[src/rtl/st1mfc_pkg.sv]
// Shared types, layout offsets and limits for the ST1 module format checker.
// No dependencies; the front end, queue, back end and top import this package.

package st1mfc_pkg;

   // Pattern slots the position list may name
   localparam int MAX_PATTERNS = 32;
   localparam int IDX_W        = $clog2(MAX_PATTERNS);
   // Pattern counters must reach MAX_PATTERNS and the 52 patterns a saturated offset spans
   localparam int CNT_W = ($clog2(MAX_PATTERNS + 1) > 6) ? $clog2(MAX_PATTERNS + 1) : 6;

   // File layout
   localparam logic [14:0] POS_BASE   = 15'd1950;
   localparam logic [14:0] POSLEN_OFF = 15'd2462;
   localparam logic [14:0] DEL_OFF    = 15'd3007;
   localparam logic [14:0] PATLEN_OFF = 15'd3008;
   localparam logic [14:0] PAT_BASE   = 15'd3009;
   localparam logic [14:0] OFFSET_MAX = 15'h7FFF;

   // Positions inside one 130-byte sample
   localparam logic [7:0] LOC_NOISE = 8'd32;
   localparam logic [7:0] LOC_TONE  = 8'd64;
   localparam logic [7:0] LOC_LOOP  = 8'd128;
   localparam logic [7:0] SMP_LAST  = 8'd129;

   // Last byte of one 576-byte pattern
   localparam logic [9:0] PAT_LAST = 10'd575;

   // Byte limits
   localparam logic [7:0] VOL_MAX      = 8'd15;
   localparam logic [7:0] TONE_HI_MAX  = 8'h1F;
   localparam logic [7:0] LOOP_POS_MAX = 8'd32;
   localparam logic [7:0] LOOP_LEN_MAX = 8'd31;
   localparam logic [7:0] ORN_LO       = 8'd64;
   localparam logic [7:0] ORN_HI       = 8'd192;
   localparam logic [7:0] DELAY_MAX    = 8'd15;
   localparam logic [7:0] PATLEN_MIN   = 8'd11;
   localparam logic [7:0] PATLEN_MAX   = 8'd64;
   localparam logic [6:0] PITCH_MAX    = 7'h5F;

   // Byte classes handed from the front end to the back end
   typedef logic [3:0] kind_type;
   localparam kind_type KIND_FREE     = 4'd0;
   localparam kind_type KIND_VOL      = 4'd1;
   localparam kind_type KIND_NOISE    = 4'd2;
   localparam kind_type KIND_TONE_HI  = 4'd3;
   localparam kind_type KIND_LOOP_POS = 4'd4;
   localparam kind_type KIND_LOOP_LEN = 4'd5;
   localparam kind_type KIND_POS_PAT  = 4'd6;
   localparam kind_type KIND_POS_LEN  = 4'd7;
   localparam kind_type KIND_ORN      = 4'd8;
   localparam kind_type KIND_DELAY    = 4'd9;
   localparam kind_type KIND_PAT_LEN  = 4'd10;
   localparam kind_type KIND_NOTE     = 4'd11;

   // One classified byte
   typedef struct packed {
      kind_type         kind;
      logic [7:0]       data;
      logic [7:0]       pos_idx;    // position number for a position-list byte
      logic [CNT_W-1:0] pat_idx;    // pattern the byte falls in
      logic [CNT_W-1:0] done_pats;  // patterns complete once this byte is in
      logic             sat;        // offset counter has saturated
      logic             last;
   } item_type;

   // Semitone of each note letter, notes 1 to 7
   function automatic logic [3:0] note_base(input logic [2:0] note);
      logic [3:0] base;
      case (note)
         3'd1: base = 4'd9;
         3'd2: base = 4'd11;
         3'd3: base = 4'd0;
         3'd4: base = 4'd2;
         3'd5: base = 4'd4;
         3'd6: base = 4'd5;
         3'd7: base = 4'd7;
         default: base = 4'd0;
      endcase
      return base;
   endfunction

endpackage

[src/rtl/st1mfc_front.sv]
// Front end: accepts file bytes, tracks the offset and classifies each byte.
// Depends on st1mfc_pkg; feeds st1mfc_queue.

module st1mfc_front import st1mfc_pkg::*; (
   input  logic       clock,
   input  logic       reset,
   input  logic       req_valid,
   output logic       req_ready,
   input  logic [7:0] req_data_byte,
   input  logic       req_last_byte,
   input  logic       q_full,
   output logic       q_push,
   output item_type   q_item
);

   logic [14:0]      off_ff, off_in;
   logic [7:0]       loc_ff, loc_in;
   logic [9:0]       pw_ff, pw_in;
   logic [CNT_W-1:0] pi_ff, pi_in;
   logic [1:0]       m3_ff, m3_in;
   logic [14:0]      pos_rel;
   logic             sat;
   logic             in_pat;
   logic             pw_wrap;

   assign req_ready = !q_full;
   assign q_push    = req_valid && !q_full;

   assign sat     = (off_ff == OFFSET_MAX);
   assign in_pat  = (off_ff >= PAT_BASE);
   assign pw_wrap = (pw_ff == PAT_LAST);
   assign pos_rel = off_ff - POS_BASE;

   // Classify the byte by its offset
   always_comb begin
      q_item.kind      = KIND_FREE;
      q_item.data      = req_data_byte;
      q_item.pos_idx   = pos_rel[8:1];
      q_item.pat_idx   = pi_ff;
      q_item.done_pats = in_pat ? (pi_ff + CNT_W'(pw_wrap)) : '0;
      q_item.sat       = sat;
      q_item.last      = req_last_byte;
      if (off_ff < POS_BASE) begin
         if (loc_ff < LOC_NOISE) begin
            q_item.kind = KIND_VOL;
         end else if (loc_ff < LOC_TONE) begin
            q_item.kind = KIND_NOISE;
         end else if (loc_ff < LOC_LOOP) begin
            q_item.kind = loc_ff[0] ? KIND_TONE_HI : KIND_FREE;
         end else if (loc_ff == LOC_LOOP) begin
            q_item.kind = KIND_LOOP_POS;
         end else begin
            q_item.kind = KIND_LOOP_LEN;
         end
      end else if (off_ff < POSLEN_OFF) begin
         q_item.kind = pos_rel[0] ? KIND_FREE : KIND_POS_PAT;
      end else if (off_ff == POSLEN_OFF) begin
         q_item.kind = KIND_POS_LEN;
      end else if (off_ff < DEL_OFF) begin
         q_item.kind = KIND_ORN;
      end else if (off_ff == DEL_OFF) begin
         q_item.kind = KIND_DELAY;
      end else if (off_ff == PATLEN_OFF) begin
         q_item.kind = KIND_PAT_LEN;
      end else begin
         q_item.kind = (m3_ff == 2'd0) ? KIND_NOTE : KIND_FREE;
      end
   end

   // Advance the offset and the sample and pattern counters; freeze at saturation, clear on the last byte
   always_comb begin
      off_in = off_ff;
      loc_in = loc_ff;
      pw_in  = pw_ff;
      pi_in  = pi_ff;
      m3_in  = m3_ff;
      if (q_push) begin
         if (req_last_byte) begin
            off_in = '0;
            loc_in = '0;
            pw_in  = '0;
            pi_in  = '0;
            m3_in  = '0;
         end else if (!sat) begin
            off_in = off_ff + 15'd1;
            if (off_ff < POS_BASE) begin
               loc_in = (loc_ff == SMP_LAST) ? 8'd0 : loc_ff + 8'd1;
            end
            if (in_pat) begin
               pw_in = pw_wrap ? 10'd0 : pw_ff + 10'd1;
               pi_in = pi_ff + CNT_W'(pw_wrap);
               m3_in = (m3_ff == 2'd2) ? 2'd0 : m3_ff + 2'd1;
            end
         end
      end
   end

   always_ff @(posedge clock) begin
      if (reset) begin
         off_ff <= '0;
         loc_ff <= '0;
         pw_ff  <= '0;
         pi_ff  <= '0;
         m3_ff  <= '0;
      end else begin
         off_ff <= off_in;
         loc_ff <= loc_in;
         pw_ff  <= pw_in;
         pi_ff  <= pi_in;
         m3_ff  <= m3_in;
      end
   end

endmodule

[src/rtl/st1mfc_queue.sv]
// Two-entry queue of classified bytes between the front and back ends.
// Depends on st1mfc_pkg for item_type.

module st1mfc_queue import st1mfc_pkg::*; (
   input  logic     clock,
   input  logic     reset,
   input  logic     push,
   input  item_type push_item,
   output logic     full,
   input  logic     pop,
   output logic     pop_valid,
   output item_type pop_item
);

   item_type   entry_ff [2];
   logic       wr_ptr_ff, wr_ptr_in;
   logic       rd_ptr_ff, rd_ptr_in;
   logic [1:0] count_ff, count_in;

   assign full      = (count_ff == 2'd2);
   assign pop_valid = (count_ff != 2'd0);
   assign pop_item  = entry_ff[rd_ptr_ff];

   // Move pointers and count on each beat in and out
   always_comb begin
      wr_ptr_in = push ? !wr_ptr_ff : wr_ptr_ff;
      rd_ptr_in = pop ? !rd_ptr_ff : rd_ptr_ff;
      count_in  = count_ff + 2'(push) - 2'(pop);
   end

   always_ff @(posedge clock) begin
      if (reset) begin
         wr_ptr_ff <= 1'b0;
         rd_ptr_ff <= 1'b0;
         count_ff  <= '0;
      end else begin
         wr_ptr_ff <= wr_ptr_in;
         rd_ptr_ff <= rd_ptr_in;
         count_ff  <= count_in;
      end
   end

   // Store the entry; payload needs no reset
   always_ff @(posedge clock) begin
      if (push) begin
         entry_ff[wr_ptr_ff] <= push_item;
      end
   end

endmodule

[src/rtl/st1mfc_back.sv]
// Back end: applies the byte rules, keeps first positions, scans used patterns,
// and registers the verdict. Depends on st1mfc_pkg; fed by st1mfc_queue.

module st1mfc_back import st1mfc_pkg::*; (
   input  logic     clock,
   input  logic     reset,
   input  logic     q_valid,
   input  item_type q_item,
   output logic     q_pop,
   output logic     rsp_valid,
   input  logic     rsp_ready,
   output logic     rsp_is_match
);

   logic [7:0]              pos_mem [MAX_PATTERNS];
   logic [MAX_PATTERNS-1:0] seen_ff, seen_in;
   logic                    failed_ff, failed_in;
   logic                    note_ff, note_in;
   logic [7:0]              limit_ff, limit_in;
   logic [CNT_W-1:0]        stored_ff, stored_in;
   logic [CNT_W-1:0]        cnt_ff, cnt_in;
   logic                    any_used_ff, any_used_in;
   logic                    busy_ff, busy_in;
   logic [IDX_W-1:0]        addr_ff, addr_in;
   logic                    rd_valid_ff, rd_valid_in;
   logic [IDX_W-1:0]        rd_idx_ff, rd_idx_in;
   logic [7:0]              rd_data_ff;
   logic                    rsp_valid_ff, rsp_valid_in;
   logic                    rsp_match_ff, rsp_match_in;

   logic             take;
   logic             fail_now;
   logic             found_now;
   logic             mem_we;
   logic [IDX_W-1:0] pat_slot;
   logic [3:0]       note;
   logic [6:0]       pitch;
   logic [CNT_W-1:0] stored_eff;
   logic             len_ok;
   logic             ok;

   // Take a beat unless it carries a verdict the output register cannot hold
   assign q_pop = q_valid && (!q_item.last || !rsp_valid_ff || rsp_ready);
   assign take  = q_pop;

   assign rsp_valid    = rsp_valid_ff;
   assign rsp_is_match = rsp_match_ff;

   assign pat_slot = IDX_W'(q_item.data - 8'd1);
   assign note     = q_item.data[7:4];
   assign pitch    = 7'(note_base(note[2:0]))
                   + {1'b0, q_item.data[2:0], 3'b000}
                   + {2'b00, q_item.data[2:0], 2'b00}
                   + 7'(q_item.data[3]);

   // Check the byte against the rule of its class
   always_comb begin
      fail_now  = 1'b0;
      found_now = 1'b0;
      mem_we    = 1'b0;
      case (q_item.kind)
         KIND_VOL:      fail_now = q_item.data > VOL_MAX;
         KIND_NOISE:    fail_now = q_item.data[5];
         KIND_TONE_HI:  fail_now = q_item.data > TONE_HI_MAX;
         KIND_LOOP_POS: fail_now = q_item.data > LOOP_POS_MAX;
         KIND_LOOP_LEN: fail_now = q_item.data > LOOP_LEN_MAX;
         KIND_POS_PAT: begin
            if (q_item.data == 8'd0 || {1'b0, q_item.data} > 9'(MAX_PATTERNS)) begin
               fail_now = 1'b1;
            end else if (!seen_ff[pat_slot]) begin
               mem_we = 1'b1;
            end
         end
         KIND_ORN:      fail_now = (q_item.data >= ORN_LO) && (q_item.data < ORN_HI);
         KIND_DELAY:    fail_now = (q_item.data == 8'd0) || (q_item.data > DELAY_MAX);
         KIND_PAT_LEN:  fail_now = (q_item.data < PATLEN_MIN) || (q_item.data > PATLEN_MAX);
         KIND_NOTE: begin
            if (q_item.pat_idx < stored_ff && note != 4'd0) begin
               if (note[3]) begin
                  fail_now = 1'b1;
               end else if ((note == 4'd2 || note == 4'd5) && q_item.data[3]) begin
                  fail_now = 1'b1;
               end else if (pitch > PITCH_MAX) begin
                  fail_now = 1'b1;
               end else begin
                  found_now = 1'b1;
               end
            end
         end
         default: begin
         end
      endcase
   end

   // Length test: enough whole patterns, or the offset ran past its range
   assign stored_eff = (stored_ff == '0) ? CNT_W'(1) : stored_ff;
   assign len_ok     = q_item.sat || (q_item.done_pats >= stored_eff);

   // Update state, run the used-pattern scan, and load the verdict
   always_comb begin
      failed_in    = failed_ff | (take & fail_now);
      note_in      = note_ff | (take & found_now);
      seen_in      = seen_ff;
      limit_in     = limit_ff;
      stored_in    = stored_ff;
      cnt_in       = cnt_ff;
      any_used_in  = any_used_ff;
      busy_in      = busy_ff;
      addr_in      = addr_ff;
      rd_valid_in  = busy_ff;
      rd_idx_in    = addr_ff;
      rsp_valid_in = rsp_valid_ff && !rsp_ready;
      rsp_match_in = rsp_match_ff;
      ok           = !failed_in && note_in && any_used_ff && len_ok;

      if (take && mem_we) begin
         seen_in[pat_slot] = 1'b1;
      end

      // Step the scan address, one slot a cycle
      if (busy_ff) begin
         addr_in = addr_ff + IDX_W'(1);
         if (addr_ff == IDX_W'(MAX_PATTERNS - 1)) begin
            busy_in = 1'b0;
         end
      end

      // Count stored slots up to the highest used one
      if (rd_valid_ff && seen_ff[rd_idx_ff]) begin
         cnt_in = cnt_ff + CNT_W'(1);
         if (rd_data_ff <= limit_ff) begin
            stored_in   = cnt_ff + CNT_W'(1);
            any_used_in = 1'b1;
         end
      end

      // Start the scan at the position-length byte
      if (take && q_item.kind == KIND_POS_LEN) begin
         limit_in    = q_item.data;
         busy_in     = 1'b1;
         addr_in     = '0;
         rd_valid_in = 1'b0;
         cnt_in      = '0;
         stored_in   = '0;
         any_used_in = 1'b0;
      end

      // Deliver the verdict and clear for the next file
      if (take && q_item.last) begin
         rsp_valid_in = 1'b1;
         rsp_match_in = ok;
         failed_in    = 1'b0;
         note_in      = 1'b0;
         seen_in      = '0;
         limit_in     = '0;
         stored_in    = '0;
         cnt_in       = '0;
         any_used_in  = 1'b0;
         busy_in      = 1'b0;
         addr_in      = '0;
         rd_valid_in  = 1'b0;
      end
   end

   always_ff @(posedge clock) begin
      if (reset) begin
         failed_ff    <= 1'b0;
         note_ff      <= 1'b0;
         seen_ff      <= '0;
         limit_ff     <= '0;
         stored_ff    <= '0;
         cnt_ff       <= '0;
         any_used_ff  <= 1'b0;
         busy_ff      <= 1'b0;
         addr_ff      <= '0;
         rd_valid_ff  <= 1'b0;
         rsp_valid_ff <= 1'b0;
      end else begin
         failed_ff    <= failed_in;
         note_ff      <= note_in;
         seen_ff      <= seen_in;
         limit_ff     <= limit_in;
         stored_ff    <= stored_in;
         cnt_ff       <= cnt_in;
         any_used_ff  <= any_used_in;
         busy_ff      <= busy_in;
         addr_ff      <= addr_in;
         rd_valid_ff  <= rd_valid_in;
         rsp_valid_ff <= rsp_valid_in;
      end
   end

   // Payload registers hold without reset
   always_ff @(posedge clock) begin
      rd_idx_ff    <= rd_idx_in;
      rsp_match_ff <= rsp_match_in;
   end

   // First-position memory: written from the position list, read by the scan
   always_ff @(posedge clock) begin
      if (take && mem_we) begin
         pos_mem[pat_slot] <= q_item.pos_idx;
      end
      rd_data_ff <= pos_mem[addr_ff];
   end

endmodule

[src/rtl/st1_module_format_checker_top.sv]
// Top level of the ST1 module format checker: front end, queue, back end.
// Depends on st1mfc_pkg, st1mfc_front, st1mfc_queue and st1mfc_back.
//
// Usage:
//   req_* carries the file bytes in order from offset zero, one beat per byte;
//   req_last_byte marks the final byte. rsp_* carries one beat per file with
//   rsp_is_match high when every layout, pattern, note and length check passed.
//   Throughput is one byte per cycle unless a verdict stalls; the offset decode
//   in the front end and the rule check in the back end are combinational.
//   rsp_valid is registered, loaded when the back end takes the last byte.
//   After the position-length byte a scan of the first-position memory, one
//   pattern slot a cycle, runs in the background; the following ornament
//   bytes leave it ample time.
//   If rsp_ready stays low the verdict holds in the output register; the back
//   end keeps checking bytes of the next file until its last byte, which waits
//   at the head of the two-entry queue; one more byte fills the queue, and then
//   req_ready drops.
//   Synchronous reset clears the offset, all pattern bookkeeping and any
//   pending verdict; after reset the block takes a new file at once.

module st1_module_format_checker_top import st1mfc_pkg::*; (
   input  logic       clock,
   input  logic       reset,
   input  logic       req_valid,
   output logic       req_ready,
   input  logic [7:0] req_data_byte,
   input  logic       req_last_byte,
   output logic       rsp_valid,
   input  logic       rsp_ready,
   output logic       rsp_is_match
);

   logic     q_full;
   logic     q_push;
   item_type q_push_item;
   logic     q_pop;
   logic     q_valid;
   item_type q_item;

   st1mfc_front u_front (
      .clock         (clock),
      .reset         (reset),
      .req_valid     (req_valid),
      .req_ready     (req_ready),
      .req_data_byte (req_data_byte),
      .req_last_byte (req_last_byte),
      .q_full        (q_full),
      .q_push        (q_push),
      .q_item        (q_push_item)
   );

   st1mfc_queue u_queue (
      .clock     (clock),
      .reset     (reset),
      .push      (q_push),
      .push_item (q_push_item),
      .full      (q_full),
      .pop       (q_pop),
      .pop_valid (q_valid),
      .pop_item  (q_item)
   );

   st1mfc_back u_back (
      .clock        (clock),
      .reset        (reset),
      .q_valid      (q_valid),
      .q_item       (q_item),
      .q_pop        (q_pop),
      .rsp_valid    (rsp_valid),
      .rsp_ready    (rsp_ready),
      .rsp_is_match (rsp_is_match)
   );

endmodule

[config.mk]
export PLATFORM = sky130hd
export DESIGN_NAME = st1_module_format_checker_top
export DESIGN_NICKNAME = d
export VERILOG_FILES = /design/src/rtl/st1mfc_pkg.sv /design/src/rtl/st1mfc_front.sv /design/src/rtl/st1mfc_queue.sv /design/src/rtl/st1mfc_back.sv /design/src/rtl/st1_module_format_checker_top.sv
export SDC_FILE = /design/constraint.sdc
export NUM_CORES = 1
export LEC_CHECK = 0
export BUFFER_PORTS_ARGS = -buffer_cell sky130_fd_sc_hd__buf_4
export CAP_MARGIN = 30
export CORE_AREA = 2 2 181 183
export CTS_CLUSTER_DIAMETER = 60
export CTS_CLUSTER_SIZE = 20
export DETAILED_ROUTE_END_ITERATION = 8
export DIE_AREA = 0 0 183 185
export PLACE_DENSITY = 0.88
export SETUP_SLACK_MARGIN = 0.05
export SYNTH_ARGS = -nofsm -noshare
export SYNTH_HDL_FRONTEND = slang
export SYNTH_HIERARCHICAL = 1
export SYNTH_SLANG_ARGS = --single-unit
[constraint.sdc]
create_clock -name clock -period 4.7 [get_ports clock]
set_clock_uncertainty 0.05 [all_clocks]
set_input_delay 0.94 -clock clock [delete_from_list [all_inputs] [get_ports clock]]
set_output_delay 0.94 -clock clock [all_outputs]
set_load 0.01 [all_outputs]
== Yosys cells after proc, flatten, opt, wreduce, memory -nomap -nowiden ==
Memory sizes are Yosys's and may differ from the RTL's. A register that Yosys moved wholly into a read port is not among the register bits.
Cells that the tools add are included.
Cells by class
  multiplexer cells: 63
  reductions and logical operators: 42
  eq/ne operators: 30
  $lt $le $gt $ge: 22
  bitwise logic cells: 5
  add/subtract/negate cells: 14
Operator list (count)
  equality test 15 x 12 -> 1 bit (second input constant): 3
  two-way mux 10 bit: 4
  two-way mux 4 bit: 10
  two-way mux 8 bit: 4
  OR 32 bit: 1
  less-than comparator 15 x 12 -> 1 bit (second input constant): 2
  two-way mux 15 bit: 2
  two-way mux 6 bit: 5
  two-way mux 1 bit: 27
  case mux 4 bit (6 select lines): 1
  equality test 4 x 3 -> 1 bit (second input constant): 5
  equality test 4 bit (second input constant): 4
  equality test 8 bit (second input constant): 2
  greater-than comparator 8 x 6 -> 1 bit (second input constant): 2
  less-than comparator 8 bit (second input constant): 2
  adder 15 x 1 -> 15 bit (second input constant): 1
  equality test 15 bit (second input constant): 1
  greater-or-equal comparator 15 x 12 -> 1 bit (second input constant): 1
  less-than comparator 15 x 11 -> 1 bit (second input constant): 1
  logical AND 1 bit: 14
  equality test 3 bit (second input constant): 4
  equality test 4 x 2 -> 1 bit (second input constant): 3
  less-than comparator 5 x 6 -> 1 bit (second input constant): 2
  adder 10 x 1 -> 10 bit (second input constant): 1
  49 further kinds: 74
Storage, ports and cells
  memories kept: 2
  RAM bits: 324
  bits of input ports: 13
  register bits: 114
Memories
  u_back.pos_mem: depth 32, width 8, rd ports 1, clocked after memory_dff 1, wr ports 1, line st1mfc_back.sv:15  | logic [7:0] pos_mem [MAX_PATTERNS];
  u_queue.entry_ff: depth 2, width 34, rd ports 1, clocked after memory_dff 1, wr ports 1, line st1mfc_queue.sv:15  | item_type entry_ff [2];

== Longest topological paths before layout ==
  word-level depth: 17
  depth in mapped cells: 16
  mapped depth without buffers: 13

== Modules after synthesis ==
Netlist, hierarchy kept.
Modules (own cells, without submodules)
  st1mfc_back: seq. area each 9238.9 µm², instances 1, area an instance 14219.9 µm², cells an instance 861
  st1mfc_front: seq. area each 820.8 µm², instances 1, area an instance 2882.8 µm², cells an instance 359
  st1mfc_queue: seq. area each 2142.1 µm², instances 1, area an instance 2827.7 µm², cells an instance 127

== Worst setup path before layout ==
Ideal clock, no wire load.
  kind: register to register
  start: register with a tool-made name
  end: memory u_back.pos_mem[13][0] (enable)
  library setup time: 370 ps
  cell stages (with the launch flop): 15
  data arrival time: 3436 ps
  path slack: 843 ps
  path buffers: 6
  cells stage by stage: dfxtp_1 > buf_6 > buf_12 > mux2_4 > buf_4 > inv_1 > ha_1 > clkbuf_1 > mux4_2 > mux2i_1 > o22ai_1 > or3_1 > buf_2 > buf_6 > nor2_1
RTL lines (line)
  end, declared: st1mfc_back.sv:15

==> impl_summary.md <==
Global route
The first global-routing pass estimated between 60000 and 70000 um of wire. The initial antenna violation count is 1. The total overflow left after global routing is 0. The number of global-route vias before repair is approximately 11k. The largest net degree at the start of global routing is 38. The overall global routing resource usage is 26.7%.

Layout
The fraction of final layout cells with drive strength greater than 1 is between 15 and 20%. The area growth from synthesis to final layout is 6.40%. The non-filler instance count after layout is between 1.5k and 2k.

The fill cell instance count of the final layout is 2050. The number of diodes added for antenna fixing is 0. The net count reported at finish is 1387.

Worst setup path
In this run the critical register-to-register path is captured at u_back/pos_mem[13][2]. The worst register-to-register path has a depth of 10. The type of destination of the critical path is a register. The last element of the critical path is u_back/pos_mem[13][2].

The type of element launching the critical path is a register. For flop-to-flop paths, the worst setup slack is approximately 0.38 ns. The data arrival time at the worst-slack endpoint is 4.49 ns. The critical path required time is 4.86 ns. The largest fanout on the critical path is 16.

The critical path class is register to register.

Place
At the placement stage, the worst setup path has a slack of approximately 0.6 ns. The detailed placement HPWL is between 20000 and 30000 um. In this run the tool buffered the top-level ports with 15 buffer cells. The final weighted congestion in routability-driven placement is between 0.9 and 1. The total instance count after detailed placement is ~1.7k.

CTS
In this run, post-CTS repair resized a total of 0 instances. The number of buffers created by CTS is 31. Buffers added to address setup during post-CTS repair amount to 0. The H-tree depth is 1. The clock tree from TritonCTS is built. The buffer levels on the longest clock path is 3. For this design, the CTS-stage hold fixing added 0 buffers. The later-pin clock latency in the skew report is around 0.59 ns. CTS placed an instance of clkbuf_16 at the clock tree root.

Clock-pin slew was measured on the worst setup and hold paths at 0.08 ns. The number of clock sinks is approximately 450.

Timing
Setup slack closes at approximately 0.38 ns. Setup repair after global routing left no endpoint under its margin. The number of setup violations in the final report is 0. The final hold violation count is 0. For the final routed database, the setup TNS stands at 0 ns. Measured against its own limit, the worst slew margin works out to 28.8%.

The part of the cycle the worst path needs is 92.0%. The pin slew with the least headroom to its limit is roughly 1.1 ns. The number of max-slew violations in the final report is 0. The maximum achievable frequency is 0.231 GHz.

The minimum clock period after layout is approximately 4.3 ns.

Logic synthesis
Counting flops with an async set or reset pin after synthesis yields a share of 0%. After synthesis, the cell types taking the most area are edfxtp_1 49%, dfxtp_1 12%, mux4_2 10%. The synthesized netlist devotes between 8 and 9% of its cell area to simple gates. The average instance in the mapped netlist occupies around 15 sq um.

The mux contribution to synthesized area is 14.6%. The main combinational cell family by area after synthesis is multiplexers. The xor-xnor portion of the synthesized cell area is under 10%. Synthesis produced a netlist with a net count of between 1k and 1.5k. The compound-cell area share of the yosys netlist is 7.52%. The number of enable-type register cells in the synthesized netlist is around 330.

The most used standard cell by instance count after synthesis is edfxtp_1. The commonest cells after synthesis are 325 x edfxtp_1, 122 x dfxtp_1, 91 x mux4_2, 91 x nor2_1, 56 x a21oi_1. The distinct cell type count of the synthesized netlist is 92. The synthesized netlist devotes under 10% of its cell area to adder and majority cells.

The largest area contributor in the synthesized netlist is edfxtp_1. The cell area that synthesis handed to floorplanning was 19900 sq um. The synthesized design contains roughly 450 register bits. The number of warnings printed during yosys synthesis is 6. Summed over its instances, the top area cell type makes up a little under 50% of the synthesized netlist area. After technology mapping, the gate count stands at around 1.3k. The most used flip-flop cell after synthesis is edfxtp_1. The sequential cell area fraction in the yosys report is about three fifths.

Floorplanning
From left edge to right edge, the die measures about 180 um. 16 I/O pins were placed. The chip height is approximately 190 um. The total area inside the core boundary comes to approximately 32000 sq um. Row generation in the floorplan step produced 66 rows. The die outline area is about 34000 sq um.

Once the floorplan was initialized, standard cells occupied 62.2% of the core.

Route
The via count is ~12k. The per-cell via count in the routed design is 6.78. The detailed router finished its first iteration with 1462 violations. After detailed routing, the average wire length per cell comes to approximately 25 um. After detailed routing, the number of remaining DRC violations is 0.

In this run the remaining antenna-violating nets after routing total 0. The first-pass detailed-route iteration total is 7. After detailed routing, the total wire length is 44700 um.

Hold path
The worst min-delay path class is register to register.

Flow run
The max-cap check violation count is 0.

Status
The run finished with clean final reports.

Power
The peak ir drop on the vdd network is 0.352 mV. Overall power consumption after layout is estimated at ~8.9 mW. For this design the static power due to leakage is ~6.9 nW.

The total power divided by cell area is 422 nW/um^2.
-- kinds of logic (layout without fill, tap and decap cells) --
family	count (synthesis)	count (layout)
flops	447	447
simple gates	308	308
compound gates	213	213
mux	157	157
buf+inv	132	132
fa+ha+maj	52	52
xor+xnor	38	38
-- critical path: stages, from the launching register on --
cell	delay, ns
dfxtp_2	0.37
buf_4	0.26
mux2_4	0.35
inv_1	0.20
ha_1	0.35
and3b_1	0.26
a22o_1	0.17
and4_1	0.33
nand2_1	0.16
or3_1	0.71
nor2_1	0.72
-- where the power goes --
part           internal [mW]  switching (mW)
registers               4.48          0.0787
clock network           1.41            1.37
logic                  0.593            1.02
-- metal layers --
layer	track usage [%]	wire (um)	part of all wire, %	vias up
li1	-	-	-	5147
met1	36.1	17100	38	5931
met2	44.6	22000	49	685
met3	4.27	3810	8.5	138
met4	9.44	1800	4.0	0
met5	0	0	0	-
-- cell type report --
| cell class | instances | area (sq um) | share of cell area (%) |
|---|---|---|---|
| clock inverter | 12 | 133 | 0.625 |
| tap | 408 | 510 | 2.41 |
| timing repair buffer | 28 | 223 | 1.05 |
| multi-input combinational | 768 | 7040 | 33.2 |
| inverter | 46 | 173 | 0.814 |
| clock buffer | 46 | 921 | 4.34 |
| sequential | 447 | 12200 | 57.6 |
-- worst min-delay path by stage --
stage,slack [ns],end,cells after the start,startpoint
floorplan,0.28,u_back/rd_idx_ff[2],0,u_back/addr_ff[2]
global placement,0.40,u_back/seen_ff[8],2,u_back/seen_ff[8]
detailed placement,0.42,u_back/seen_ff[8],2,u_back/seen_ff[8]
CTS,0.44,u_back/seen_ff[8],2,u_back/seen_ff[8]
global route,0.46,u_front/pw_ff[1],2,u_front/pw_ff[1]
finish,0.44,u_queue/entry_ff[0][8],0,u_front/pi_ff[0]
-- sequential cells by signal (all words and copies together) (netlist names), 8 cells and up, named ones only --
name,cells
u_front/pw_ff,10
u_front/off_ff,15
u_back/seen_ff,32
u_back/pos_mem,256
u_back/rd_data_ff,8
u_back/limit_ff,8
u_front/loc_ff,8
u_queue/entry_ff,68
-- cell usage in the layout, fill, tap and decap left out, types with 6 or more instances in the layout --
master       n
mux4_2      91
a311oi_1     7
clkbuf_16   35
a31oi_1      7
o211ai_1    10
buf_4       27
o31ai_1     11
nor2_1      90
mux2_4      30
nand3_1     27
mux2_2      13
nand2_1     49
and2_1      13
edfxtp_1   325
inv_1       46
o21a_1      26
or3_1        9
a41oi_1      6
a21oi_1     56
o21ai_1      6
nand2b_1    17
nor2b_1      8
dfxtp_1    119
nor3_1      17
xor2_1      18
or4_1        6
ha_1        51
and3_1      22
nand4_1     13
o21ai_0     29
clkbuf_1    10
a211oi_1     6
xnor2_1     19
mux2i_1     21
-- metrics by stage --
step           cell area, sq um  hold WS (ns)  utilization, %
2_1_floorplan             19900         0.276               -
5_1_grt                   21200         0.464            66.2
3_3_place_gp              20200         0.398            62.9
3_5_place_dp              20200         0.423            62.9
4_1_cts                   21200         0.443            66.2
6_report                  21200         0.438            66.2
Note: power is estimated with default switching activity, not from simulation.
